`config.mk`:
```
export PLATFORM = sky130hd
export DESIGN_NAME = page_replacement_fifo_second_chance_top
export DESIGN_NICKNAME = d
export VERILOG_FILES = /design/src/hdl/prfsc_pkg.sv /design/src/hdl/page_replacement_fifo_second_chance_top.sv /design/src/hdl/prfsc_frames.sv /design/src/hdl/prfsc_seq.sv
export VERILOG_INCLUDE_DIRS = /design/src /design/src/hdl
export SDC_FILE = /design/constraint.sdc
export NUM_CORES = 1
export LEC_CHECK = 0
export BUFFER_PORTS_ARGS = -buffer_cell sky130_fd_sc_hd__buf_2
export CORE_ASPECT_RATIO = 2
export CORE_MARGIN = 2
export CORE_UTILIZATION = 40
export CTS_CLUSTER_SIZE = 14
export DETAILED_ROUTE_END_ITERATION = 10
export PLACE_DENSITY_LB_ADDON = 0.1
export SETUP_SLACK_MARGIN = 0.2
export SYNTH_ARGS = -nofsm -noshare
export SYNTH_HDL_FRONTEND = slang
export SYNTH_SLANG_ARGS = --single-unit
```
`constraint.sdc`:
```
create_clock -name clk_i -period 4.1 [get_ports clk_i]
set_input_delay 1.23 -clock clk_i [delete_from_list [all_inputs] [get_ports clk_i]]
set_output_delay 1.23 -clock clk_i [all_outputs]
set_load 0.005 [all_outputs]
```
`src/hdl/page_replacement_fifo_second_chance_top_assert.svh`:
```
// Assertion macros shared by the frame-replacement RTL.
// Every macro samples on clk_i and is disabled while rst_ni is low.
`ifndef PAGE_REPLACEMENT_FIFO_SECOND_CHANCE_TOP_ASSERT_SVH
`define PAGE_REPLACEMENT_FIFO_SECOND_CHANCE_TOP_ASSERT_SVH

// Condition holds at every edge.
`define PRFSC_ASSERT(lbl, cond, msg) \
  lbl: assert property (@(posedge clk_i) disable iff (!rst_ni) (cond)) else $error(msg);

// Consequent holds in the same cycle as the antecedent.
`define PRFSC_ASSERT_IMPL(lbl, ante, cons, msg) \
  lbl: assert property (@(posedge clk_i) disable iff (!rst_ni) (ante) |-> (cons)) \
    else $error(msg);

// Consequent holds in the cycle after the antecedent.
`define PRFSC_ASSERT_NEXT(lbl, ante, cons, msg) \
  lbl: assert property (@(posedge clk_i) disable iff (!rst_ni) (ante) |=> (cons)) \
    else $error(msg);

`endif

```
`src/hdl/prfsc_pkg.sv`:
```
// Shared constants and types for the frame-replacement block.
// No dependencies; imported by every module of the block.
package prfsc_pkg;

  localparam int MAX_FRAMES = 8;
  localparam int PAGE_BITS  = 8;
  localparam int SLOT_W     = 3;
  localparam int FRAMES_W   = 4;
  localparam int CNT_W      = 16;
  localparam int CFG_IDX_W  = 1;
  localparam int CFG_DATA_W = 4;
  localparam int IN_DATA_W  = 8;
  localparam int OUT_DATA_W = 32;

  localparam logic [CFG_IDX_W-1:0] REG_POLICY = 1'b0;
  localparam logic [CFG_IDX_W-1:0] REG_FRAMES = 1'b1;

  localparam logic POLICY_FIFO   = 1'b0;
  localparam logic POLICY_SECOND = 1'b1;

  localparam logic [FRAMES_W-1:0] FRAMES_RESET = FRAMES_W'(MAX_FRAMES);

  typedef struct packed {
    logic fill;
    logic set_ref;
    logic clr_ref;
  } tbl_cmd_t;

  typedef struct packed {
    logic [CNT_W-1:0]     total;
    logic [PAGE_BITS-1:0] ev_page;
    logic                 ev_valid;
    logic [SLOT_W-1:0]    slot;
    logic                 fault;
  } res_t;

endpackage

```
`src/hdl/page_replacement_fifo_second_chance_top.sv`:
```
// Flow: an accepted page is scanned from frame 0, one entry per cycle through a single
// comparator; a hit goes to RESULT, a fault places the page in the lowest empty frame
// or, after the hand clears set reference bits, at the hand; each result then passes
// through the result and output registers. A new page waits until the sequencer is idle.
// Reset (async, active low): frames empty, hand 0, fault count 0, FIFO, 8 frames.
// Top level: config registers, output register, sequencer and frame table.
module page_replacement_fifo_second_chance_top (
  input  logic                             clk_i,
  input  logic                             rst_ni,
  input  logic                             cfg_we_i,
  input  logic [prfsc_pkg::CFG_IDX_W-1:0]  cfg_idx_i,
  input  logic [prfsc_pkg::CFG_DATA_W-1:0] cfg_data_i,
  input  logic                             s_axis_tvalid,
  output logic                             s_axis_tready,
  // tdata: page[7:0]
  input  logic [prfsc_pkg::IN_DATA_W-1:0]  s_axis_tdata,
  output logic                             m_axis_tvalid,
  input  logic                             m_axis_tready,
  // tdata: fault[0], slot[3:1], evicted_valid[4], evicted_page[12:5],
  //        fault_total[28:13], zero[31:29]
  output logic [prfsc_pkg::OUT_DATA_W-1:0] m_axis_tdata
);
  import prfsc_pkg::*;

  logic                  policy_q;
  logic [FRAMES_W-1:0]   frames_q;
  logic                  out_valid_q, out_valid_d;
  logic [OUT_DATA_W-1:0] out_data_q, out_data_d;

  logic                  res_valid;
  logic                  res_ready;
  res_t                  res;
  logic [SLOT_W-1:0]     tbl_idx;
  tbl_cmd_t              tbl_cmd;
  logic [PAGE_BITS-1:0]  tbl_page;
  logic [PAGE_BITS-1:0]  rd_page;
  logic                  rd_valid;
  logic                  rd_ref;

  always_ff @(posedge clk_i or negedge rst_ni) begin
    if (!rst_ni) begin
      policy_q <= POLICY_FIFO;
      frames_q <= FRAMES_RESET;
    end else if (cfg_we_i) begin
      case (cfg_idx_i)
        REG_POLICY: policy_q <= cfg_data_i[0];
        REG_FRAMES: frames_q <= cfg_data_i[FRAMES_W-1:0];
        default: begin
        end
      endcase
    end
  end

  prfsc_seq u_seq (
    .clk_i       (clk_i),
    .rst_ni      (rst_ni),
    .in_valid_i  (s_axis_tvalid),
    .in_ready_o  (s_axis_tready),
    .page_i      (s_axis_tdata[PAGE_BITS-1:0]),
    .policy_i    (policy_q),
    .frames_i    (frames_q),
    .res_valid_o (res_valid),
    .res_ready_i (res_ready),
    .res_o       (res),
    .tbl_idx_o   (tbl_idx),
    .tbl_cmd_o   (tbl_cmd),
    .tbl_page_o  (tbl_page),
    .rd_page_i   (rd_page),
    .rd_valid_i  (rd_valid),
    .rd_ref_i    (rd_ref)
  );

  prfsc_frames u_frames (
    .clk_i      (clk_i),
    .rst_ni     (rst_ni),
    .idx_i      (tbl_idx),
    .cmd_i      (tbl_cmd),
    .wr_page_i  (tbl_page),
    .rd_page_o  (rd_page),
    .rd_valid_o (rd_valid),
    .rd_ref_o   (rd_ref)
  );

  // output register frees the sequencer while a result waits downstream
  assign res_ready = !out_valid_q || m_axis_tready;

  always_comb begin
    out_valid_d = out_valid_q;
    out_data_d  = out_data_q;
    if (res_valid && res_ready) begin
      out_valid_d = 1'b1;
      out_data_d  = OUT_DATA_W'(res);
    end else if (m_axis_tready) begin
      out_valid_d = 1'b0;
    end
  end

  always_ff @(posedge clk_i or negedge rst_ni) begin
    if (!rst_ni) begin
      out_valid_q <= 1'b0;
    end else begin
      out_valid_q <= out_valid_d;
    end
  end

  always_ff @(posedge clk_i) begin
    out_data_q <= out_data_d;
  end

  assign m_axis_tvalid = out_valid_q;
  assign m_axis_tdata  = out_data_q;

endmodule

```
`src/hdl/prfsc_frames.sv`:
```
// Frame table: page numbers, valid bits and reference bits, one port.
// Depends on prfsc_pkg.
module prfsc_frames (
  input  logic                           clk_i,
  input  logic                           rst_ni,
  input  logic [prfsc_pkg::SLOT_W-1:0]    idx_i,
  input  prfsc_pkg::tbl_cmd_t             cmd_i,
  input  logic [prfsc_pkg::PAGE_BITS-1:0] wr_page_i,
  output logic [prfsc_pkg::PAGE_BITS-1:0] rd_page_o,
  output logic                           rd_valid_o,
  output logic                           rd_ref_o
);
  import prfsc_pkg::*;

  logic [PAGE_BITS-1:0]  page_q [MAX_FRAMES];
  logic [MAX_FRAMES-1:0] valid_q;
  logic [MAX_FRAMES-1:0] ref_q;

  assign rd_page_o  = page_q[idx_i];
  assign rd_valid_o = valid_q[idx_i];
  assign rd_ref_o   = ref_q[idx_i];

  always_ff @(posedge clk_i or negedge rst_ni) begin
    if (!rst_ni) begin
      valid_q <= '0;
      ref_q   <= '0;
    end else begin
      if (cmd_i.fill) begin
        valid_q[idx_i] <= 1'b1;
        ref_q[idx_i]   <= 1'b0;
      end else if (cmd_i.set_ref) begin
        ref_q[idx_i] <= 1'b1;
      end else if (cmd_i.clr_ref) begin
        ref_q[idx_i] <= 1'b0;
      end
    end
  end

  always_ff @(posedge clk_i) begin
    if (cmd_i.fill) begin
      page_q[idx_i] <= wr_page_i;
    end
  end

endmodule

```
`src/hdl/prfsc_seq.sv`:
```
// Sequencer: scans the frame table one entry per cycle with a single
// comparator, steps the clock hand and places faulting pages.
// Depends on prfsc_pkg and the assertion header.
module prfsc_seq (
  input  logic                           clk_i,
  input  logic                           rst_ni,
  input  logic                           in_valid_i,
  output logic                           in_ready_o,
  input  logic [prfsc_pkg::PAGE_BITS-1:0] page_i,
  input  logic                           policy_i,
  input  logic [prfsc_pkg::FRAMES_W-1:0]  frames_i,
  output logic                           res_valid_o,
  input  logic                           res_ready_i,
  output prfsc_pkg::res_t                 res_o,
  output logic [prfsc_pkg::SLOT_W-1:0]    tbl_idx_o,
  output prfsc_pkg::tbl_cmd_t             tbl_cmd_o,
  output logic [prfsc_pkg::PAGE_BITS-1:0] tbl_page_o,
  input  logic [prfsc_pkg::PAGE_BITS-1:0] rd_page_i,
  input  logic                           rd_valid_i,
  input  logic                           rd_ref_i
);
  import prfsc_pkg::*;
  `include "page_replacement_fifo_second_chance_top_assert.svh"

  typedef enum logic [2:0] {
    ST_IDLE,
    ST_SCAN,
    ST_SWEEP,
    ST_FILL,
    ST_RESULT
  } state_e;

  state_e               state_q, state_d;
  logic [PAGE_BITS-1:0] pg_q, pg_d;
  logic [SLOT_W-1:0]    idx_q, idx_d;
  logic [SLOT_W-1:0]    last_q, last_d;
  logic [SLOT_W-1:0]    hand_q, hand_d;
  logic [SLOT_W-1:0]    slot_q, slot_d;
  logic                 empty_q, empty_d;
  logic [CNT_W-1:0]     cnt_q, cnt_d;
  res_t                 res_q, res_d;

  logic [FRAMES_W-1:0]  n_cfg;
  logic [SLOT_W-1:0]    last_cfg;
  logic                 hit;
  logic                 place;
  logic [SLOT_W-1:0]    p_slot;
  logic                 p_ev;
  logic [PAGE_BITS-1:0] p_evpage;
  logic [CNT_W-1:0]     cnt_inc;

  always_comb begin
    if (frames_i == '0) begin
      n_cfg = FRAMES_W'(1);
    end else if (frames_i > FRAMES_W'(MAX_FRAMES)) begin
      n_cfg = FRAMES_W'(MAX_FRAMES);
    end else begin
      n_cfg = frames_i;
    end
    last_cfg = SLOT_W'(n_cfg - FRAMES_W'(1));
  end

  assign hit     = rd_valid_i && (rd_page_i == pg_q);
  assign cnt_inc = (cnt_q == '1) ? cnt_q : cnt_q + CNT_W'(1);

  always_comb begin
    state_d   = state_q;
    pg_d      = pg_q;
    idx_d     = idx_q;
    last_d    = last_q;
    hand_d    = hand_q;
    slot_d    = slot_q;
    empty_d   = empty_q;
    cnt_d     = cnt_q;
    res_d     = res_q;
    tbl_idx_o = idx_q;
    tbl_cmd_o = '0;
    place     = 1'b0;
    p_slot    = slot_q;
    p_ev      = 1'b0;
    p_evpage  = '0;

    case (state_q)
      ST_IDLE: begin
        if (in_valid_i) begin
          pg_d    = page_i;
          idx_d   = '0;
          empty_d = 1'b0;
          last_d  = last_cfg;
          // a hand left beyond a shrunk table restarts at frame zero
          if (hand_q > last_cfg) begin
            hand_d = '0;
          end
          state_d = ST_SCAN;
        end
      end
      ST_SCAN: begin
        tbl_idx_o = idx_q;
        if (hit) begin
          tbl_cmd_o.set_ref = (policy_i == POLICY_SECOND);
          res_d.fault    = 1'b0;
          res_d.slot     = idx_q;
          res_d.ev_valid = 1'b0;
          res_d.ev_page  = '0;
          res_d.total    = cnt_q;
          state_d        = ST_RESULT;
        end else begin
          // remember the lowest empty frame
          if (!rd_valid_i && !empty_q) begin
            empty_d = 1'b1;
            slot_d  = idx_q;
          end
          if (idx_q == last_q) begin
            state_d = (empty_q || !rd_valid_i) ? ST_FILL : ST_SWEEP;
          end else begin
            idx_d = idx_q + SLOT_W'(1);
          end
        end
      end
      ST_SWEEP: begin
        tbl_idx_o = hand_q;
        if ((policy_i == POLICY_SECOND) && rd_ref_i) begin
          tbl_cmd_o.clr_ref = 1'b1;
          hand_d = (hand_q == last_q) ? '0 : hand_q + SLOT_W'(1);
        end else begin
          place    = 1'b1;
          p_slot   = hand_q;
          p_ev     = 1'b1;
          p_evpage = rd_page_i;
        end
      end
      ST_FILL: begin
        tbl_idx_o = slot_q;
        place     = 1'b1;
        p_slot    = slot_q;
      end
      ST_RESULT: begin
        if (res_ready_i) begin
          state_d = ST_IDLE;
        end
      end
      default: begin
        state_d = ST_IDLE;
      end
    endcase

    if (place) begin
      tbl_cmd_o.fill = 1'b1;
      hand_d         = (p_slot == last_q) ? '0 : p_slot + SLOT_W'(1);
      cnt_d          = cnt_inc;
      res_d.fault    = 1'b1;
      res_d.slot     = p_slot;
      res_d.ev_valid = p_ev;
      res_d.ev_page  = p_evpage;
      res_d.total    = cnt_inc;
      state_d        = ST_RESULT;
    end
  end

  assign tbl_page_o  = pg_q;
  assign in_ready_o  = (state_q == ST_IDLE);
  assign res_valid_o = (state_q == ST_RESULT);
  assign res_o       = res_q;

  always_ff @(posedge clk_i or negedge rst_ni) begin
    if (!rst_ni) begin
      state_q <= ST_IDLE;
      hand_q  <= '0;
      cnt_q   <= '0;
      idx_q   <= '0;
      last_q  <= '0;
      empty_q <= 1'b0;
      slot_q  <= '0;
      pg_q    <= '0;
      res_q   <= '0;
    end else begin
      state_q <= state_d;
      hand_q  <= hand_d;
      cnt_q   <= cnt_d;
      idx_q   <= idx_d;
      last_q  <= last_d;
      empty_q <= empty_d;
      slot_q  <= slot_d;
      pg_q    <= pg_d;
      res_q   <= res_d;
    end
  end

  `PRFSC_ASSERT_IMPL(a_hand_in_range, state_q != ST_IDLE, hand_q <= last_q, "hand beyond active frames")
  `PRFSC_ASSERT_IMPL(a_scan_in_range, state_q == ST_SCAN, idx_q <= last_q, "scan index beyond active frames")
  `PRFSC_ASSERT_IMPL(a_evict_is_fault, res_valid_o && res_q.ev_valid, res_q.fault, "eviction without fault")
  `PRFSC_ASSERT_NEXT(a_cnt_monotonic, 1'b1, cnt_q >= $past(cnt_q), "fault counter went down")

endmodule
```
**Word-level counts from Yosys, hierarchy flattened**

Memory sizes are Yosys's and may differ from the RTL's.
Index checks and enable logic that the tools add are counted.

- Order comparisons: 4
- Reductions and logical operators: 28
- $mul: 0
- Shifts and indexed selects: 0
- Muxes and demuxes: 54
- Divide/modulo/power cells: 0
- Eq/ne operators: 19
- Bitwise gates (word level): 6
- Add/subtract/negate cells: 5

Operators with widths:

| kind | number |
|---|---|
| $mux W29 | 3 |
| $mux W3 | 18 |
| $mux W8 | 5 |
| $mux W1 | 18 |
| $pmux W3 S2 | 3 |
| $add A16 B1 Y16 const B | 1 |
| $eq A16 B16 Y1 const B | 1 |
| $mux W16 | 1 |
| $or A8 B8 Y8 | 2 |
| $reduce_and A4 Y1 | 4 |
| $pmux W3 S4 | 1 |
| $add A3 B1 Y3 const B | 3 |
| $eq A3 B3 Y1 | 3 |
| $ne A3 B1 Y1 const B | 3 |
| $and A8 B8 Y8 | 1 |
| $eq A8 B8 Y1 | 1 |
| $not A8 Y8 | 1 |
| $reduce_and A2 Y1 | 4 |
| $reduce_bool A2 Y1 | 4 |
| $bmux W1 S3 | 2 |
| $eq A3 B2 Y1 const B | 2 |
| $ne A2 B2 Y1 const B | 3 |
| $reduce_bool A3 Y1 | 2 |
| $logic_and A1 B1 Y1 | 5 |
| 19 further kinds | 25 |

- Register bits: 120
- Logic and storage cells: 136
- Memories: 1
- Input port bits: 18
- RAM bits: 64
- Bits in latches: 0
- Output and inout port bits: 34
- Bits in read-only memories: 0

Memories:

| memory | words | bits a word | rd ports | clocked after Yosys merged registers in | write ports | line | text |
|---|---|---|---|---|---|---|---|
| u_frames.page_q | 8 | 8 | 1 | 0 | 1 | prfsc_frames.sv:15 | `logic [PAGE_BITS-1:0] page_q [MAX_FRAMES];` |

**Depth between registers and ports, before layout**

- Depth in word-level cells: 11
- Depth in mapped cells: 14
- Mapped depth without buffers: 12

**Hierarchy**

Synthesis repeated with hierarchy kept, for this count alone.

- Cell total of the unflattened synthesis: 570
- Area total of the unflattened synthesis: 8,104.0 µm²

Modules (own cells, without submodules):

| module | instances | area each (µm²) | cells an instance | sequential area each (µm²) |
|---|---|---|---|---|
| prfsc_seq | 1 | 3,661.0 | 332 | 1,726.7 |
| prfsc_frames | 1 | 3,291.9 | 189 | 2,322.2 |
| page_replacement_fifo_second_chance_top | 1 | 1,151.1 | 49 | 1,022.2 |

**Least setup slack after synthesis**

No wires, ideal clock.

- Kind: reg2reg
- Start point: register u_seq.state_q[0]
- End point: register u_seq.hand_q[1]
- Data required time: 3.975 ns
- Cell stages (with the launch flop): 15
- Arrival: 3.136 ns
- Clock period less this slack: 3.260 ns
- Slack: 0.840 ns
- Setup time: 0.125 ns
- Cells stage by stage: dfrtp_1 -> buf_6 -> mux2_4 -> mux2_4 -> buf_6 -> buf_6 -> nand3_1 -> o2bb2ai_1 -> o31ai_1 -> nand2_1 -> o21ai_1 -> ha_1 -> nand2_1 -> o22ai_1 -> mux2_2

- Cells in the longest elaborated chain, start to end: 10
- Elaborated cells on any way between the ends: 21
- Those cells by class: 1 x add/sub; 6 x eq/ne; 10 x mux; 4 x reduce/logical

RTL lines:

| what | line | text |
|---|---|---|
| start: declaration | prfsc_seq.sv:33 | `state_e state_q, state_d;` |
| start signal: assignment | prfsc_seq.sv:177 | `state_q <= state_d;` |
| $eq A3 B2 Y1 | prfsc_seq.sv:83 | `case (state_q)` |
| $pmux W3 S2 | prfsc_seq.sv:83 |  |
| $bmux W1 S3 | prfsc_frames.sv:21 | `assign rd_ref_o = ref_q[idx_i];` |
| $mux W1 (implied by the code) | prfsc_frames.sv:21 |  |
| $logic_and A1 B1 Y1 | prfsc_seq.sv:122 | `if ((policy_i == POLICY_SECOND) && rd_ref_i) begin` |
| $mux W3 | prfsc_seq.sv:122 |  |
| $mux W3 | prfsc_seq.sv:83 |  |
| $add A3 B1 Y3 or $eq A3 B3 Y1 (tied branches) | prfsc_seq.sv:149 | `hand_d = (p_slot == last_q) ? '0 : p_slot + SLOT_W'(1);` |
| $mux W3 | prfsc_seq.sv:149 |  |
| $mux W3 | prfsc_seq.sv:147 | `if (place) begin` |
| end signal: assignment | prfsc_seq.sv:178 | `hand_q <= hand_d;` |
| end: declaration | prfsc_seq.sv:37 | `logic [SLOT_W-1:0] hand_q, hand_d;` |

Several ways; a longest one is shown, not always the timed one. The select of a mux whose other input is x is not followed.
A chain may end at the register's enable or synchronous reset.

==> impl_metrics.json <==
{
  "outcome": "finished clean",
  "cp_max_fo": 12,
  "slew_headroom_pct": 45.83,
  "synth_top_area_share_pct": 34.21,
  "power.share.combinational_pct": 39.0,
  "initial_utilization_pct": 40.45,
  "p_int_mw": 4.728,
  "drtIter0Drc": 323,
  "p_seq_share_pct": 36.9,
  "final-max-slew-violation-count": 0,
  "cts_buffers": 17,
  "htreeDepth": 4,
  "start_kind": "flop",
  "drt-pass1-iter-count": 4,
  "grt_max_degree": 77,
  "leakage_nw": 3.949,
  "n_antenna_cell": 0,
  "gr-usage-all-layers_pct": 18.51,
  "hold_violations": 0,
  "clock-skew-final_ns": 0.008229,
  "grt_antenna_before_repair": 0,
  "via_per_inst": 5.317,
  "synth_cell_type_count": 72,
  "gp_congestion": 0.8132,
  "area_growth_syn_to_layout_pct": 17.67,
  "cts_resized": 0,
  "tritoncts": "done",
  "cap_violations": 0,
  "hold_slack_ns": 0.4472,
  "pin_count": 52,
  "num_vias": 5205,
  "instances_no_fill": 979,
  "drive_gt1_share_pct": 26.51,
  "grt_overflow": 0,
  "finalWirelength_um": 18800,
  "r2r_setup_slack_ns": 0.33,
  "yosysTopAreaCell": "edfxtp_1",
  "coreArea_sq_um": 20180,
  "fin_setup_tns_ns": 0,
  "root_buffer": "clkbuf_16",
  "p_sw_mw": 2.762,
  "die_area_sq_um": 21640,
  "grt_first_pass_wirelength_um": 29820,
  "dp_cells": 940,
  "port_buffers": 48,
  "die_w_um": 105.0,
  "powerDensity_nw_per_um2": 779.6,
  "syn_avg_cell_area_sq_um": 13.27,
  "clock_power_share_pct": 24.1,
  "seq_area_frac_synth_pct": 62.11,
  "hold_class": "flop to flop",
  "crit_required_ns": 4.42,
  "switching_share_pct": 36.87,
  "clk_pin_slew_ns": 0.07,
  "synth_edf_count": 93,
  "ir_drop_mv": 0.4040,
  "ys_top_cells_by_area": "edfxtp_1, dfrtp_1, mux2_2",
  "synth_seq_cells": 184,
  "async_flop_share_pct": 49.46,
  "yosys_warnings": 0,
  "ant_nets": 0,
  "finalSetupViolations": 0,
  "cts.sinks": 184,
  "ctsHoldBuffers": 0,
  "grt_pass1_vias": 5116,
  "synth-main-ff-cell": "edfxtp_1",
  "syn_area_sq_um": 8164,
  "critPathCaptureType": "flop",
  "dp_hpwl_um": 12660,
  "core.rowCount": 74,
  "crit_type": "flop to flop",
  "final_nets": 726,
  "tightest_slew_ns": 0.8099,
  "period_needed_ns": 3.767,
  "rsz0062_at_grt": "true",
  "nFillCells": 1876,
  "clockBufferDepth": 2,
  "cp.arrival_ns": 4.09,
  "synth_top_cells_by_count": "edfxtp_1, dfrtp_1, nand2_1, nor2_1, mux2_2",
  "power.total_mw": 7.490,
  "dieHeight_um": 206.0,
  "yosys.cell_count.top_type": "edfxtp_1",
  "max_freq_ghz": 0.2655,
  "min_period_over_period_pct": 91.88,
  "synthCells": 615,
  "wl_per_cell_um": 19.21,
  "drcViolationCount": 0,
  "min_path_cells": 0,
  "clk_latency_ns": 0.44,
  "reg2reg_depth": 11
}
layout by cell type (no fill, tap or decap), types with 21 or more instances in the layout:
| cell | synthesis | final |
|---|---|---|
| buf_2 | 9 | 47 |
| buf_4 | 5 | 41 |
| mux2_2 | 27 | 27 |
| dfrtp_1 | 90 | 90 |
| nand2_1 | 66 | 66 |
| edfxtp_1 | 93 | 93 |
| nor2_1 | 39 | 39 |
| xnor2_1 | 21 | 21 |
| a21oi_1 | 22 | 22 |
| nand3_1 | 21 | 21 |
sequential cells by signal, indices dropped and copies added, names as in the netlist, named ones only:
register and count:
frames_q 4, u_seq.hand_q 3, u_frames.valid_q 8, u_seq.tbl_page_o 8, m_axis_tvalid 1, u_seq.cnt_q 16
u_frames.page_q 64, u_seq.state_q 3, u_seq.last_q 3, u_seq.slot_q 3, m_axis_tdata 29, u_seq.res_o 29
u_seq.empty_q 1, u_seq.idx_q 3, policy_q 1
worst max-delay path, cell delays in order (launching register included):
cell and delay, ns:
dfrtp_1 0.47, nor2b_4 0.15, buf_4 0.21, mux2i_4 0.47, buf_4 0.20, nand2_1 0.09
o21ai_1 0.41, o41a_1 0.40, buf_4 0.19, o21a_1 0.39, mux2_2 0.40, mux2_2 0.26
cell type report:
class	instances	area, sq um	share of cell area [%]
inverters	6	22.52	0.2344
clock inverters	14	221.5	2.305
repair buffers	93	643.1	6.694
flip-flops and latches	184	5071	52.79
clock buffers	18	429.2	4.467
well taps	266	332.8	3.464
multi-input cells	398	2887	30.05
power groups by stage:
stage	clock, mW	combinational, mW	sequential, mW
floorplan	0	2.04	2.66
global placement	0	2.81	2.80
detailed placement	0	2.83	2.80
CTS	1.86	2.91	2.77
global route	1.93	3.16	2.82
finish	1.81	2.92	2.77
worst paths after layout:
| check | start | endpoint |
|---|---|---|
| max | u_seq.state_q[2] | u_seq.res_o[14] |
| min | u_seq.res_o[27] | m_axis_tdata[27] |
| max reg2reg | u_seq.state_q[2] | u_seq.res_o[14] |
| min reg2reg | u_seq.res_o[27] | m_axis_tdata[27] |
| max in group asynchronous | rst_ni | frames_q[3] |
| min in group asynchronous | rst_ni | u_seq.res_o[10] |
kinds of logic (layout without fill, tap and decap cells):
kind of cell	count (synthesis)	count (layout)	synth area share, %
flip-flops	184	184	62.12
AO/OA/AOI/OAI	121	122	11.03
multiplexers	60	60	9.257
buffers and inverters	36	131	2.774
other	1	3	0.04593
adder cells (fa/ha/maj)	8	8	1.226
XOR/XNOR	24	24	2.575
AND/OR/NAND/NOR	181	181	10.97
per-stage QoR:
stage          utilization (%)  cell area [sq um]  worst slack [ns]
6_report                 47.59               9607            0.3328
3_5_place_dp             43.96               8874           0.01189
4_1_cts                  47.50               9587            0.3429
5_1_grt                  47.59               9607            0.1227
3_3_place_gp             43.96               8874            0.1137
2_1_floorplan                -               8172            0.8397
metal layers:
layer	GRT usage (%)	routed length (um)	part of all wire, %	vias to the layer above
li1	-	-	-	2478
met1	24.90	8578	46	2576
met2	28.94	9067	48	121
met3	4.131	680	3.6	30
met4	7.810	476	2.5	0
met5	0	0	0	-
timing repair:
action / 4_1_cts / 5_1_grt
pin swaps: 1 / 0
endpoints found under the hold margin: 0 / 0
gates cloned: 1 / 0
setup buffers: 5 / 1
setup endpoints to repair: 27 / 18
Power figures use the tool's default switching activity.
